### src/rtl/tbww_pkg.sv
package tbww_pkg;

   // operation codes
   localparam logic [1:0] OP_SET  = 2'd0;
   localparam logic [1:0] OP_LOAD = 2'd1;
   localparam logic [1:0] OP_READ = 2'd2;
   localparam logic [1:0] OP_NOP  = 2'd3;

   // configuration register indexes
   localparam logic [1:0] CSR_LAYOUT_MODE      = 2'd0;
   localparam logic [1:0] CSR_FIRST_WORD       = 2'd1;
   localparam logic [1:0] CSR_WORDS_PER_ENTITY = 2'd2;

   localparam logic [6:0] WPE_RESET = 7'd16;

   // field widths
   localparam int ENT_W         = 16;
   localparam int WORD_W        = 32;
   localparam int HALF_W        = 16;
   localparam int SC_W          = 6;
   localparam int RADDR_W       = 12;
   localparam int WORD_ADDR_W   = 12;
   localparam int REF_ENTRY_W   = 17;
   localparam int WPE_W         = 7;
   localparam int PROD_W        = ENT_W + WPE_W;
   localparam int SPAN_W        = PROD_W + 1;
   localparam int CALC_W        = SPAN_W + 1;

   // binary32 to binary16 conversion constants
   localparam int F32_BIAS  = 127;
   localparam int F16_BIAS  = 15;
   localparam int SUB_SHIFT = 14;
   localparam logic [7:0] EXP_REBIAS   = 8'(F32_BIAS - F16_BIAS);
   localparam logic [7:0] EXP_OVERFLOW = 8'(F32_BIAS - F16_BIAS + 31);
   localparam logic [7:0] EXP_TINY     = 8'(F32_BIAS - F16_BIAS - 10);
   localparam logic [7:0] EXP_SHIFT0   = 8'(F32_BIAS - F16_BIAS + SUB_SHIFT);
   localparam logic [14:0] HALF_INF    = 15'h7c00;
   localparam logic [14:0] HALF_QNAN   = 15'h7e00;

   typedef struct packed {
      logic clear_step;
      logic capture;
      logic calc;
      logic read;
      logic finish;
   } tbww_cmd_type;

   typedef struct packed {
      logic clear_last;
   } tbww_status_type;

endpackage

### src/rtl/tbww_ctrl.sv
module tbww_ctrl
   import tbww_pkg::*;
(
   input  logic            clock,
   input  logic            reset,
   input  logic            req_valid,
   output logic            req_stall,
   output logic            rsp_valid,
   input  logic            rsp_stall,
   input  tbww_status_type status,
   output tbww_cmd_type    cmd
);

   typedef enum logic [4:0] {
      ST_CLEAR = 5'b00001,
      ST_IDLE  = 5'b00010,
      ST_ADDR  = 5'b00100,
      ST_READ  = 5'b01000,
      ST_DONE  = 5'b10000
   } state_type;

   state_type state_ff, state_in;
   logic      rsp_valid_ff, rsp_valid_in;
   logic      out_free;

   assign out_free  = !rsp_valid_ff || !rsp_stall;
   assign req_stall = (state_ff != ST_IDLE);
   assign rsp_valid = rsp_valid_ff;

   always_comb begin
      state_in = state_ff;
      cmd      = '0;
      case (state_ff)
         ST_CLEAR: begin
            cmd.clear_step = 1'b1;
            if (status.clear_last) state_in = ST_IDLE;
         end
         ST_IDLE: begin
            if (req_valid) begin
               cmd.capture = 1'b1;
               state_in    = ST_ADDR;
            end
         end
         ST_ADDR: begin
            cmd.calc = 1'b1;
            state_in = ST_READ;
         end
         ST_READ: begin
            cmd.read = 1'b1;
            state_in = ST_DONE;
         end
         ST_DONE: begin
            // hold the result until the output register is free
            if (out_free) begin
               cmd.finish = 1'b1;
               state_in   = ST_IDLE;
            end
         end
         default: state_in = ST_CLEAR;
      endcase
   end

   always_comb begin
      if (cmd.finish) rsp_valid_in = 1'b1;
      else            rsp_valid_in = rsp_valid_ff && rsp_stall;
   end

   always_ff @(posedge clock) begin
      if (reset) begin
         state_ff     <= ST_CLEAR;
         rsp_valid_ff <= 1'b0;
      end else begin
         state_ff     <= state_in;
         rsp_valid_ff <= rsp_valid_in;
      end
   end

endmodule

### config.mk
export PLATFORM = sky130hd
export DESIGN_NAME = tbww_ctrl
export DESIGN_NICKNAME = d
export VERILOG_FILES = /design/src/rtl/tbww_pkg.sv /design/src/rtl/tbww_ctrl.sv
export SDC_FILE = /design/constraint.sdc
export NUM_CORES = 1
export LEC_CHECK = 0
export ABC_CLOCK_PERIOD_IN_PS = 1810
export BUFFER_PORTS_ARGS = -buffer_cell sky130_fd_sc_hd__buf_2
export CAP_MARGIN = 20
export CORE_AREA = 2 2 39 41
export DETAILED_ROUTE_END_ITERATION = 6
export DIE_AREA = 0 0 41 43
export PLACE_DENSITY = 0.43
export SYNTH_ARGS = -nofsm -noshare
export SYNTH_HDL_FRONTEND = slang
export SYNTH_SLANG_ARGS = --single-unit
### constraint.sdc
create_clock -name clock -period 1.81 [get_ports clock]
set_input_delay 0.362 -clock clock [delete_from_list [all_inputs] [get_ports clock]]
set_output_delay 0.362 -clock clock [all_outputs]
set_load 0.005 [all_outputs]
==> results of run 1 <==
-- logic make-up after synthesis --
family          after synthesis  share of synthesized area, %
xor+xnor                      1                         2.565
flops                         6                         35.17
compound gates                8                         16.85
simple gates                 19                         43.23
buf+inv                       1                         2.199
-- layout by cell type (no fill, tap or decap), types with 2 or more instances in the layout --
cell,count
buf_2,11
a21oi_1,4
dfxtp_1,4
nor3b_4,3
clkbuf_4,3
nor4_1,2
nand2_1,2
and4_1,2
dfxtp_2,2
-- stage by stage --
step                util (%)  area [um^2]  cells  setup slack (ns)
floorplan                  -        341.6     35            0.3759
global placement       29.57        409.1     61            0.2814
detailed placement     29.57        409.1     61            0.2653
CTS                    31.19        431.7     64          0.004873
global route           33.00        456.7     65           0.01257
finish                 33.00        456.7     65           0.08095
-- routing by layer --
layer,global-route usage (%),up-vias
met5,0,-
met4,8.000,0
met3,3.141,4
met2,15.31,8
met1,12.90,149
li1,-,166
-- power breakdown --
group	leakage (uW)	internal, uW	switching (uW)	total (uW)
combinational	0.000133	68.2	56.8	125
sequential	0.0000491	150	32.1	182
clock	0.0000138	74.8	44.7	119
-- final cells by class --
class / instances / area, um^2
Timing Repair Buffer: 12 / 62.56
Sequential cell: 6 / 122.6
Fill cell: 155 / 927.1
Clock buffer: 3 / 22.52
Multi-Input combinational cell: 28 / 229.0
Tap cell: 16 / 20.02
-- what timing repair did --
action	CTS	global route
gates resized for setup	0	5
setup endpoints to repair	0	3
setup buffers	0	1
-- registers in the layout (all words and copies together) (netlist names) --
signal     count
state_ff       5
rsp_valid      1
-- worst paths after layout --
| check | from | end | slack [ns] | cells past startpoint |
|---|---|---|---|---|
| setup reg to reg | state_ff[4] | state_ff[0] | 0.53 | 4 |
| setup / recovery | state_ff[4] | cmd[2] | 0.08 | 3 |
| hold reg to reg | rsp_valid | rsp_valid | 0.51 | 2 |
| hold / removal | reset | rsp_valid | 0.36 | 2 |
==> results.py, run 1 <==
metrics = {
    "timing": {
        "worstMarginPinSlew_ns": 0.3934,
        "hold_slack_ns": 0.3600,
        "slew_headroom_pct": 73.41,
        "setup_tns_ns": 0,
        "setup_viol": 0,
        "finalHoldViolCount": 0,
        "fin_crit_sh_pct": 95.53,
        "clock_skew_ns": 0.002571,
        "fin_crit_ns": 1.729,
        "slew_violations": 0,
        "fmax_mhz": 578.4,
        "rsz0062_at_grt": "no",
    },
    "floorplan": {
        "die_w_um": 41,
        "dieHeight_um": 43,
        "core_um2": 1384,
        "std_cell_rows": 14,
        "die_area_um2": 1763,
        "initial_core_util_pct": 24.68,
        "ios": 12,
    },
    "synthesis": {
        "synth_commonest_cells": "6 x dfxtp_1, 4 x a21oi_1",
        "ys_ff_latch": 6,
        "synth_top_area_cell": "dfxtp_1",
        "netlist_area_um2": 341.6,
        "netlist_instances": 35,
        "async_reset_ff_share_pct": 0,
        "yosysSeqAreaShare_pct": 35.16,
        "yosys-top-cells-area": "dfxtp_1 35%, nor3b_2 7.3%, a21oi_1 5.9%, nor3b_4 5.5%, and4_1 5.1%",
        "synth_most_common_cell": "dfxtp_1",
        "synth_edf_count": 0,
        "yosysUniqueCellTypes": 22,
        "synth.avg_cell_area_um2": 9.759,
        "synth_nets": 40,
        "synth_top_area_share_pct": 35.16,
        "synth.yosys.warnings": 0,
        "ys.flop_type": "dfxtp_1",
    },
    "cts": {
        "cts-root-buf": "clkbuf_4",
        "clkTransAtPathRegs_ns": 0.04,
        "hold_buffers": 0,
        "cts_tree": "built",
        "insertion_delay_ns": 0.24,
        "cts_buffers": 3,
        "cts_num_sinks": 6,
        "ctsLongestPathBuffers": 2,
        "htreeDepth": 1,
    },
    "setup_path": {
        "path_cells": "or3_4, nor3b_4, buf_2",
        "crit_path_start_kind": "register",
        "cp.buffers_inverters": 1,
        "slowest_stage": "or3_4",
        "worst_setup_path_end_kind": "output pin",
        "worstSetupPathType": "register to output pin",
        "crit_family": "simple AND/OR/NAND/NOR gates",
        "crit_required_ns": 1.45,
        "max_stage_delay_ns": 0.42,
        "crit_arrival_ns": 1.37,
        "critPathMaxFanout": 7,
    },
    "global_route": {
        "grtUsageTotal_pct": 10.75,
        "grt_pass1_vias": 291,
        "grt_start_max_net_pins": 9,
        "grt_pass1_wl_um": 1242,
        "grt_remaining_overflow": 0,
        "antenna_found_initial": 0,
    },
    "job": {
        "maxCapViolCount": 0,
    },
    "placed_design": {
        "gp_congestion": 0.6686,
        "port_buffers": 11,
        "hpwl_um": 606,
    },
    "pwr": {
        "peakVddDrop_mv": 0.4357,
        "finalPower_uw": 426.3,
        "power_density_nw_per_um2": 933.4,
        "power_leakage_uw": 0.0001961,
    },
    "routing": {
        "wl_met1_um": 316,
        "routedWlPerCell_um": 11.49,
        "wirelength_um": 747,
        "viasPerCell": 5.031,
        "drt_iter0_markers": 2,
        "dr.pass1.iters": 2,
        "highest_layer": "met4",
        "num_vias": 327,
        "ant_nets": 0,
        "dr_wl_met3_um": 34,
        "drc_errors": 0,
        "wl_met2_um": 380,
    },
    "status": {
        "status": "complete, no violations",
    },
    "layout": {
        "drive_gt1_share_pct": 44.90,
        "antennaDiodeCount": 0,
        "layout.nets": 56,
        "syn2layout_area_growth_pct": 33.70,
    },
    "worst_hold_path": {
        "hp-class": "input pin to register",
    },
}
(Power assumes the default switching activity.)
==> inputs of run 2 (changes only) <==
--- a/config.mk
+++ b/config.mk
@@ -8,10 +8,13 @@
 export ABC_CLOCK_PERIOD_IN_PS = 1810
 export BUFFER_PORTS_ARGS = -buffer_cell sky130_fd_sc_hd__buf_2
 export CAP_MARGIN = 20
+export CELL_PAD_IN_SITES_DETAIL_PLACEMENT = 0
+export CELL_PAD_IN_SITES_GLOBAL_PLACEMENT = 1
 export CORE_AREA = 2 2 39 41
 export DETAILED_ROUTE_END_ITERATION = 6
 export DIE_AREA = 0 0 41 43
-export PLACE_DENSITY = 0.43
+export PLACE_DENSITY = 0.55
+export SETUP_SLACK_MARGIN = 0.3
 export SYNTH_ARGS = -nofsm -noshare
 export SYNTH_HDL_FRONTEND = slang
 export SYNTH_SLANG_ARGS = --single-unit
==> run 2 against run 1 <==
Global-route usage grew 2.6 points. Combinational power grew 110%. Clock power grew 7%. Sequential share of layout area shrank 4.1 points. Non-clock buffer count grew 9. Maximum frequency grew 2.1%. Routed wire length grew 30%. Worst hold slack lost 0.0073 ns.
==> results.py, run 2 (synthesis results as in run 1) <==
metrics = {
    "global_route": {
        "grt_pass1_vias": 336,
        "grt_pass1_wl_um": 1531,
        "grt_start_max_net_pins": 8,
        "grt_remaining_overflow": 0,
        "grtUsageTotal_pct": 13.37,
        "antenna_found_initial": 0,
    },
    "setup_path": {
        "cp.buffers_inverters": 1,
        "critPathMaxFanout": 2,
        "crit_arrival_ns": 1.33,
        "r2r-end": "state_ff[1]",
        "crit_path_start_kind": "register",
        "crit_family": "simple AND/OR/NAND/NOR gates",
        "crit_required_ns": 1.45,
        "path_cells": "or3_4, nor3b_4, buf_2",
        "slowest_stage": "or3_4",
        "regToRegSetupSlack_ns": 0.41,
        "max_stage_delay_ns": 0.41,
        "ff2ff_path_depth": 5,
        "worstSetupPathType": "register to output pin",
        "worst_setup_path_end_kind": "output pin",
        "r2r-start": "state_ff[0]",
    },
    "cts": {
        "cts_buffers": 3,
        "cts-root-buf": "clkbuf_4",
        "htreeDepth": 1,
        "hold_buffers": 0,
        "clkTransAtPathRegs_ns": 0.05,
        "cts_tree": "built",
        "cts_num_sinks": 6,
        "insertion_delay_ns": 0.25,
        "ctsLongestPathBuffers": 2,
    },
    "floorplan": {
        "initial_core_util_pct": 24.68,
        "ios": 12,
        "core_um2": 1384,
        "die_w_um": 41,
        "std_cell_rows": 14,
        "dieHeight_um": 43,
        "die_area_um2": 1763,
    },
    "pwr": {
        "finalPower_uw": 558.3,
        "power_density_nw_per_um2": 985.0,
        "power_leakage_uw": 0.0002531,
        "peakVddDrop_mv": 0.3563,
    },
    "layout": {
        "layout.nets": 65,
        "drive_gt1_share_pct": 60.34,
        "top_register": "state_ff",
        "syn2layout_area_growth_pct": 65.93,
        "antennaDiodeCount": 0,
        "layout_common_cells": "11 x buf_2, 7 x buf_4, 4 x a21oi_1",
        "largest_register_ffs": 5,
        "final_common_cell": "buf_2",
        "final_util_pct": 40.96,
    },
    "timing": {
        "setup_viol": 0,
        "rsz0062_at_grt": "yes",
        "clock_skew_ns": 0.003243,
        "slew_violations": 0,
        "setup_tns_ns": 0,
        "fin_crit_sh_pct": 93.59,
        "fin_crit_ns": 1.694,
        "worstMarginPinSlew_ns": 0.3773,
        "finalHoldViolCount": 0,
        "fmax_mhz": 590.3,
        "slew_headroom_pct": 74.49,
    },
    "worst_hold_path": {
        "hp-class": "input pin to register",
        "min_to": "state_ff[2]",
        "worstHoldStart": "reset",
        "holdPathStages": 2,
    },
    "job": {
        "maxCapViolCount": 0,
    },
    "status": {
        "status": "complete, no violations",
    },
    "routing": {
        "wirelength_um": 971,
        "num_vias": 370,
        "drc_errors": 0,
        "dr.pass1.iters": 4,
        "routedWlPerCell_um": 13.12,
        "ant_nets": 0,
        "viasPerCell": 5.000,
        "drt_iter0_markers": 4,
    },
    "placed_design": {
        "port_buffers": 11,
        "hpwl_um": 608.8,
        "gp_congestion": 0.6693,
    },
}
-- run 2: how the worst max path moves through the flow --
stage	start	endpoint	slack (ns)	cells after the start
global placement	state_ff[4]	cmd[1]	0.29	3
global route	state_ff[1]	cmd[2]	0.07	3
finish	state_ff[1]	cmd[2]	0.12	3
detailed placement	state_ff[4]	cmd[1]	0.28	3
CTS	state_ff[1]	cmd[2]	0.10	3
floorplan	state_ff[4]	cmd[2]	0.38	3
-- run 2: final cells by class --
| class | instances | area, um^2 |
|---|---|---|
| repair buffers | 21 | 141.4 |
| clock buffers | 3 | 22.52 |
| multi-input cells | 28 | 254.0 |
| well taps | 16 | 20.02 |
| fillers | 146 | 817.0 |
| flip-flops and latches | 6 | 128.9 |
-- run 2: worst register-to-register path: stages, from the launching register on --
cell and delay, ns:
dfxtp_4 0.34, buf_6 0.12, buf_4 0.14, or3b_1 0.37, a21oi_1 0.18, o221a_1 0.19
-- run 2: power by group --
group          switching (uW)  leakage (uW)  internal [uW]  total (uW)
Combinational             108      0.000189            153         261
Clock                    51.7     0.0000138           75.2         127
Sequential               14.9     0.0000501            155         170
Total                     175      0.000253            384         558
-- run 2: timing repair --
item | CTS | global route
cloned | 0 | 0
gates resized for setup | 10 | 5
buffers inserted | 10 | 0
pin swaps | 4 | 2
setup endpoints to repair | 5 | 6
-- run 2: stage by stage --
step | std cells | hold WS [ns] | cell area [um^2] | setup WS [ns]
floorplan | 35 | 0.4311 | 341.6 | 0.3759
global placement | 61 | 0.5050 | 409.1 | 0.2862
detailed placement | 61 | 0.5129 | 409.1 | 0.2828
CTS | 74 | 0.3581 | 536.8 | 0.1003
global route | 74 | 0.3730 | 566.8 | 0.06678
finish | 74 | 0.3527 | 566.8 | 0.1160
-- run 2: metal layers --
metal  vias up  share of wire, %  track usage, %
met5         -                 0               0
met4         0               1.5           8.000
met3         2               4.8           3.141
met2        13                49           18.44
met1       173                44           18.06
li1        182                 -               -
==> inputs of run 3 (changes only) <==
--- a/config.mk
+++ b/config.mk
@@ -5,6 +5,7 @@
 export SDC_FILE = /design/constraint.sdc
 export NUM_CORES = 1
 export LEC_CHECK = 0
+export ABC_AREA = 1
 export ABC_CLOCK_PERIOD_IN_PS = 1810
 export BUFFER_PORTS_ARGS = -buffer_cell sky130_fd_sc_hd__buf_2
 export CAP_MARGIN = 20
@@ -13,7 +14,8 @@
 export CORE_AREA = 2 2 39 41
 export DETAILED_ROUTE_END_ITERATION = 6
 export DIE_AREA = 0 0 41 43
-export PLACE_DENSITY = 0.55
+export HOLD_SLACK_MARGIN = 0.06
+export PLACE_DENSITY = 0.57
 export SETUP_SLACK_MARGIN = 0.3
 export SYNTH_ARGS = -nofsm -noshare
 export SYNTH_HDL_FRONTEND = slang
==> run 3 against run 2 <==
Via count decreased by 6.8%. Final area fell by 15%. Largest cell class unchanged. Worst hold slack better by 0.00055 ns. Clock skew up 0.00051 ns. Core utilization decreased by 6.3 points. Critical endpoint is now cmd[3]. First-iteration DRC count rose by 75%. Non-clock buffer count down 6. Routed wire length shrank 26%. Power down 33%.
==> results.py, run 3 <==
metrics = {
    "timing": {
        "slew_headroom_pct": 87.34,
        "fmax_mhz": 681.1,
        "rsz0062_at_grt": "yes",
        "setup_viol": 0,
        "setup_tns_ns": 0,
        "clock_skew_ns": 0.003756,
        "worstMarginPinSlew_ns": 0.1895,
        "fin_crit_sh_pct": 81.11,
        "slew_violations": 0,
        "fin_crit_ns": 1.468,
        "finalHoldViolCount": 0,
        "hold_slack_ns": 0.3533,
    },
    "floorplan": {
        "core_um2": 1384,
        "die_w_um": 41,
        "die_area_um2": 1763,
        "ios": 12,
        "std_cell_rows": 14,
        "dieHeight_um": 43,
        "initial_core_util_pct": 23.60,
    },
    "cts": {
        "htreeDepth": 1,
        "cts_buffers": 3,
        "cts_tree": "built",
        "hold_buffers": 0,
        "cts_num_sinks": 6,
        "insertion_delay_ns": 0.24,
        "clkTransAtPathRegs_ns": 0.05,
        "ctsLongestPathBuffers": 2,
        "cts-root-buf": "clkbuf_4",
    },
    "routing": {
        "viasPerCell": 4.313,
        "dr.pass1.iters": 2,
        "ant_nets": 0,
        "routedWlPerCell_um": 8.988,
        "drc_errors": 0,
        "drt_iter0_markers": 7,
        "num_vias": 345,
        "wirelength_um": 719,
    },
    "global_route": {
        "grt_pass1_wl_um": 1131,
        "grt_start_max_net_pins": 7,
        "use_met1_pct": 12.62,
        "use_met2_pct": 13.44,
        "busiest_layer": "met2",
        "grtUsageTotal_pct": 10.06,
        "antenna_found_initial": 0,
        "use_met3_pct": 1.571,
        "grt_pass1_vias": 300,
        "grt_remaining_overflow": 0,
    },
    "setup_path": {
        "worst_setup_path_end_kind": "output pin",
        "slowest_stage": "dfxtp_1",
        "critPathMaxFanout": 5,
        "startpoint": "state_ff[2]",
        "path_cells": "nor2_4, nand3_2, nor2_1, buf_2",
        "ff2ff_path_depth": 6,
        "worstSetupPathType": "register to output pin",
        "crit_path_start_kind": "register",
        "crit_arrival_ns": 1.11,
        "crit_required_ns": 1.45,
        "r2r-end": "state_ff[1]",
        "regToRegSetupSlack_ns": 0.74,
        "max_stage_delay_ns": 0.34,
        "r2r-start": "state_ff[2]",
        "cp-endpoint": "cmd[3]",
    },
    "synthesis": {
        "yosysSeqAreaShare_pct": 36.78,
        "synth_nets": 52,
        "ys_ff_latch": 6,
        "yosysUniqueCellTypes": 14,
        "netlist_area_um2": 326.6,
        "ys.flop_type": "dfxtp_1",
        "netlist_instances": 47,
        "synth_commonest_cells": "12 x inv_1, 7 x nor2_1, 6 x dfxtp_1, 5 x nand3_1",
        "synth_most_common_cell": "inv_1",
        "synth.avg_cell_area_um2": 6.948,
        "synth_edf_count": 0,
        "synth_top_area_cell": "dfxtp_1",
        "synth-compound-area-share_pct": 5.364,
        "synth_xor_area_share_pct": 0,
        "synth.yosys.warnings": 0,
        "async_reset_ff_share_pct": 0,
        "synth.area.mux_share_pct": 0,
        "synth_top_area_share_pct": 36.78,
        "synth_top_family_by_area": "simple AND/OR/NAND/NOR gates",
        "synth_fa_ha_area_share_pct": 0,
        "yosys-top-cells-area": "dfxtp_1 37%, inv_1 14%, nor2_1 8.0%, nand3_1 7.7%, nand4_1 7.7%",
        "yosys.area_share.simple_pct": 41.76,
    },
    "layout": {
        "multi_input_area_um2": 181.4,
        "stdcell_area_um2": 479.2,
        "drive_gt1_share_pct": 46.88,
        "syn2layout_area_growth_pct": 46.74,
        "largest_register_ffs": 5,
        "top_register": "state_ff",
        "seqCellArea_um2": 125.1,
        "fin_cells": 80,
        "antennaDiodeCount": 0,
        "layout_common_cells": "11 x inv_1, 11 x buf_2",
        "layout.nets": 71,
        "fill_cells": 163,
    },
    "worst_hold_path": {
        "hp-class": "input pin to register",
    },
    "pwr": {
        "peakVddDrop_mv": 0.2009,
        "p_int_uw": 262.7,
        "combPwrFrac_pct": 25.3,
        "pwr-share-seq_pct": 42.8,
        "power.switching_uw": 111.8,
        "power_density_nw_per_um2": 781.6,
        "pwr-share-clk_pct": 31.9,
        "finalPower_uw": 374.5,
        "power_leakage_uw": 0.0002564,
        "switching_share_pct": 29.86,
    },
    "placed_design": {
        "dpl.cell_count": 73,
        "hpwl_um": 569.4,
        "place_area_um2": 394.1,
        "gp_congestion": 0.7210,
        "port_buffers": 11,
    },
    "job": {
        "maxCapViolCount": 0,
    },
    "status": {
        "status": "complete, no violations",
    },
}
## run 3: routing by layer
| layer | vias to the layer above | wire (um) |
|---|---|---|
| met2 | 4 | 381 |
| met4 | 0 | 9 |
| met3 | 2 | 17 |
| met1 | 153 | 311 |
| met5 | - | 0 |
| li1 | 186 | - |
## run 3: cells by family (layout without fill, tap and decap cells)
group                  count (synthesis)  after routing
flip-flops                             6              6
buffers and inverters                 13             30
AO/OA/AOI/OAI                          3              3
AND/OR/NAND/NOR                       25             25
## run 3: power by group through the flow
stage	logic [uW]	clock network, uW	registers (uW)
2_1_floorplan	59.6	0	151
3_3_place_gp	87.5	0	152
3_5_place_dp	84.7	0	153
4_1_cts	87.5	125	152
5_1_grt	109	133	162
6_report	94.6	120	160
## run 3: layout make-up
type,instances,share of cell area (%)
Clock buffer,3,4.700
Sequential cell,6,26.11
Timing Repair Buffer,15,17.75
Tap cell,16,4.178
Multi-Input combinational cell,28,37.86
Inverter,12,9.399
## run 3: timing repair
action,4_1_cts,5_1_grt
setup endpoints to repair,3,6
pin swaps,1,5
setup buffers,1,3
gates resized for setup,3,8
gates cloned,0,0
## run 3: worst max-delay path: cells and delay by family, from the launching register on
family	cells	cell delay, ns
AND/OR/NAND/NOR	3	0.42
flip-flops	1	0.34
buffers and inverters	1	0.11
## run 3: metrics by stage
step,utilization (%),setup WS [ns]
after detailed placement,28.48,0.4992
after global routing,34.63,0.2701
final,34.63,0.3418
after floorplan,-,0.6603
after CTS,31.19,0.3055
after global placement,28.48,0.5318
## run 3: worst min path at each step
stage                          from  slack [ns]     endpoint  cells past startpoint
final                         reset        0.35  state_ff[4]                      2
after global routing          reset        0.37  state_ff[4]                      2
after CTS                     reset        0.35    rsp_valid                      2
after detailed placement  rsp_valid        0.48    rsp_valid                      2
after global placement    rsp_valid        0.48    rsp_valid                      2
after floorplan               reset        0.43    rsp_valid                      1
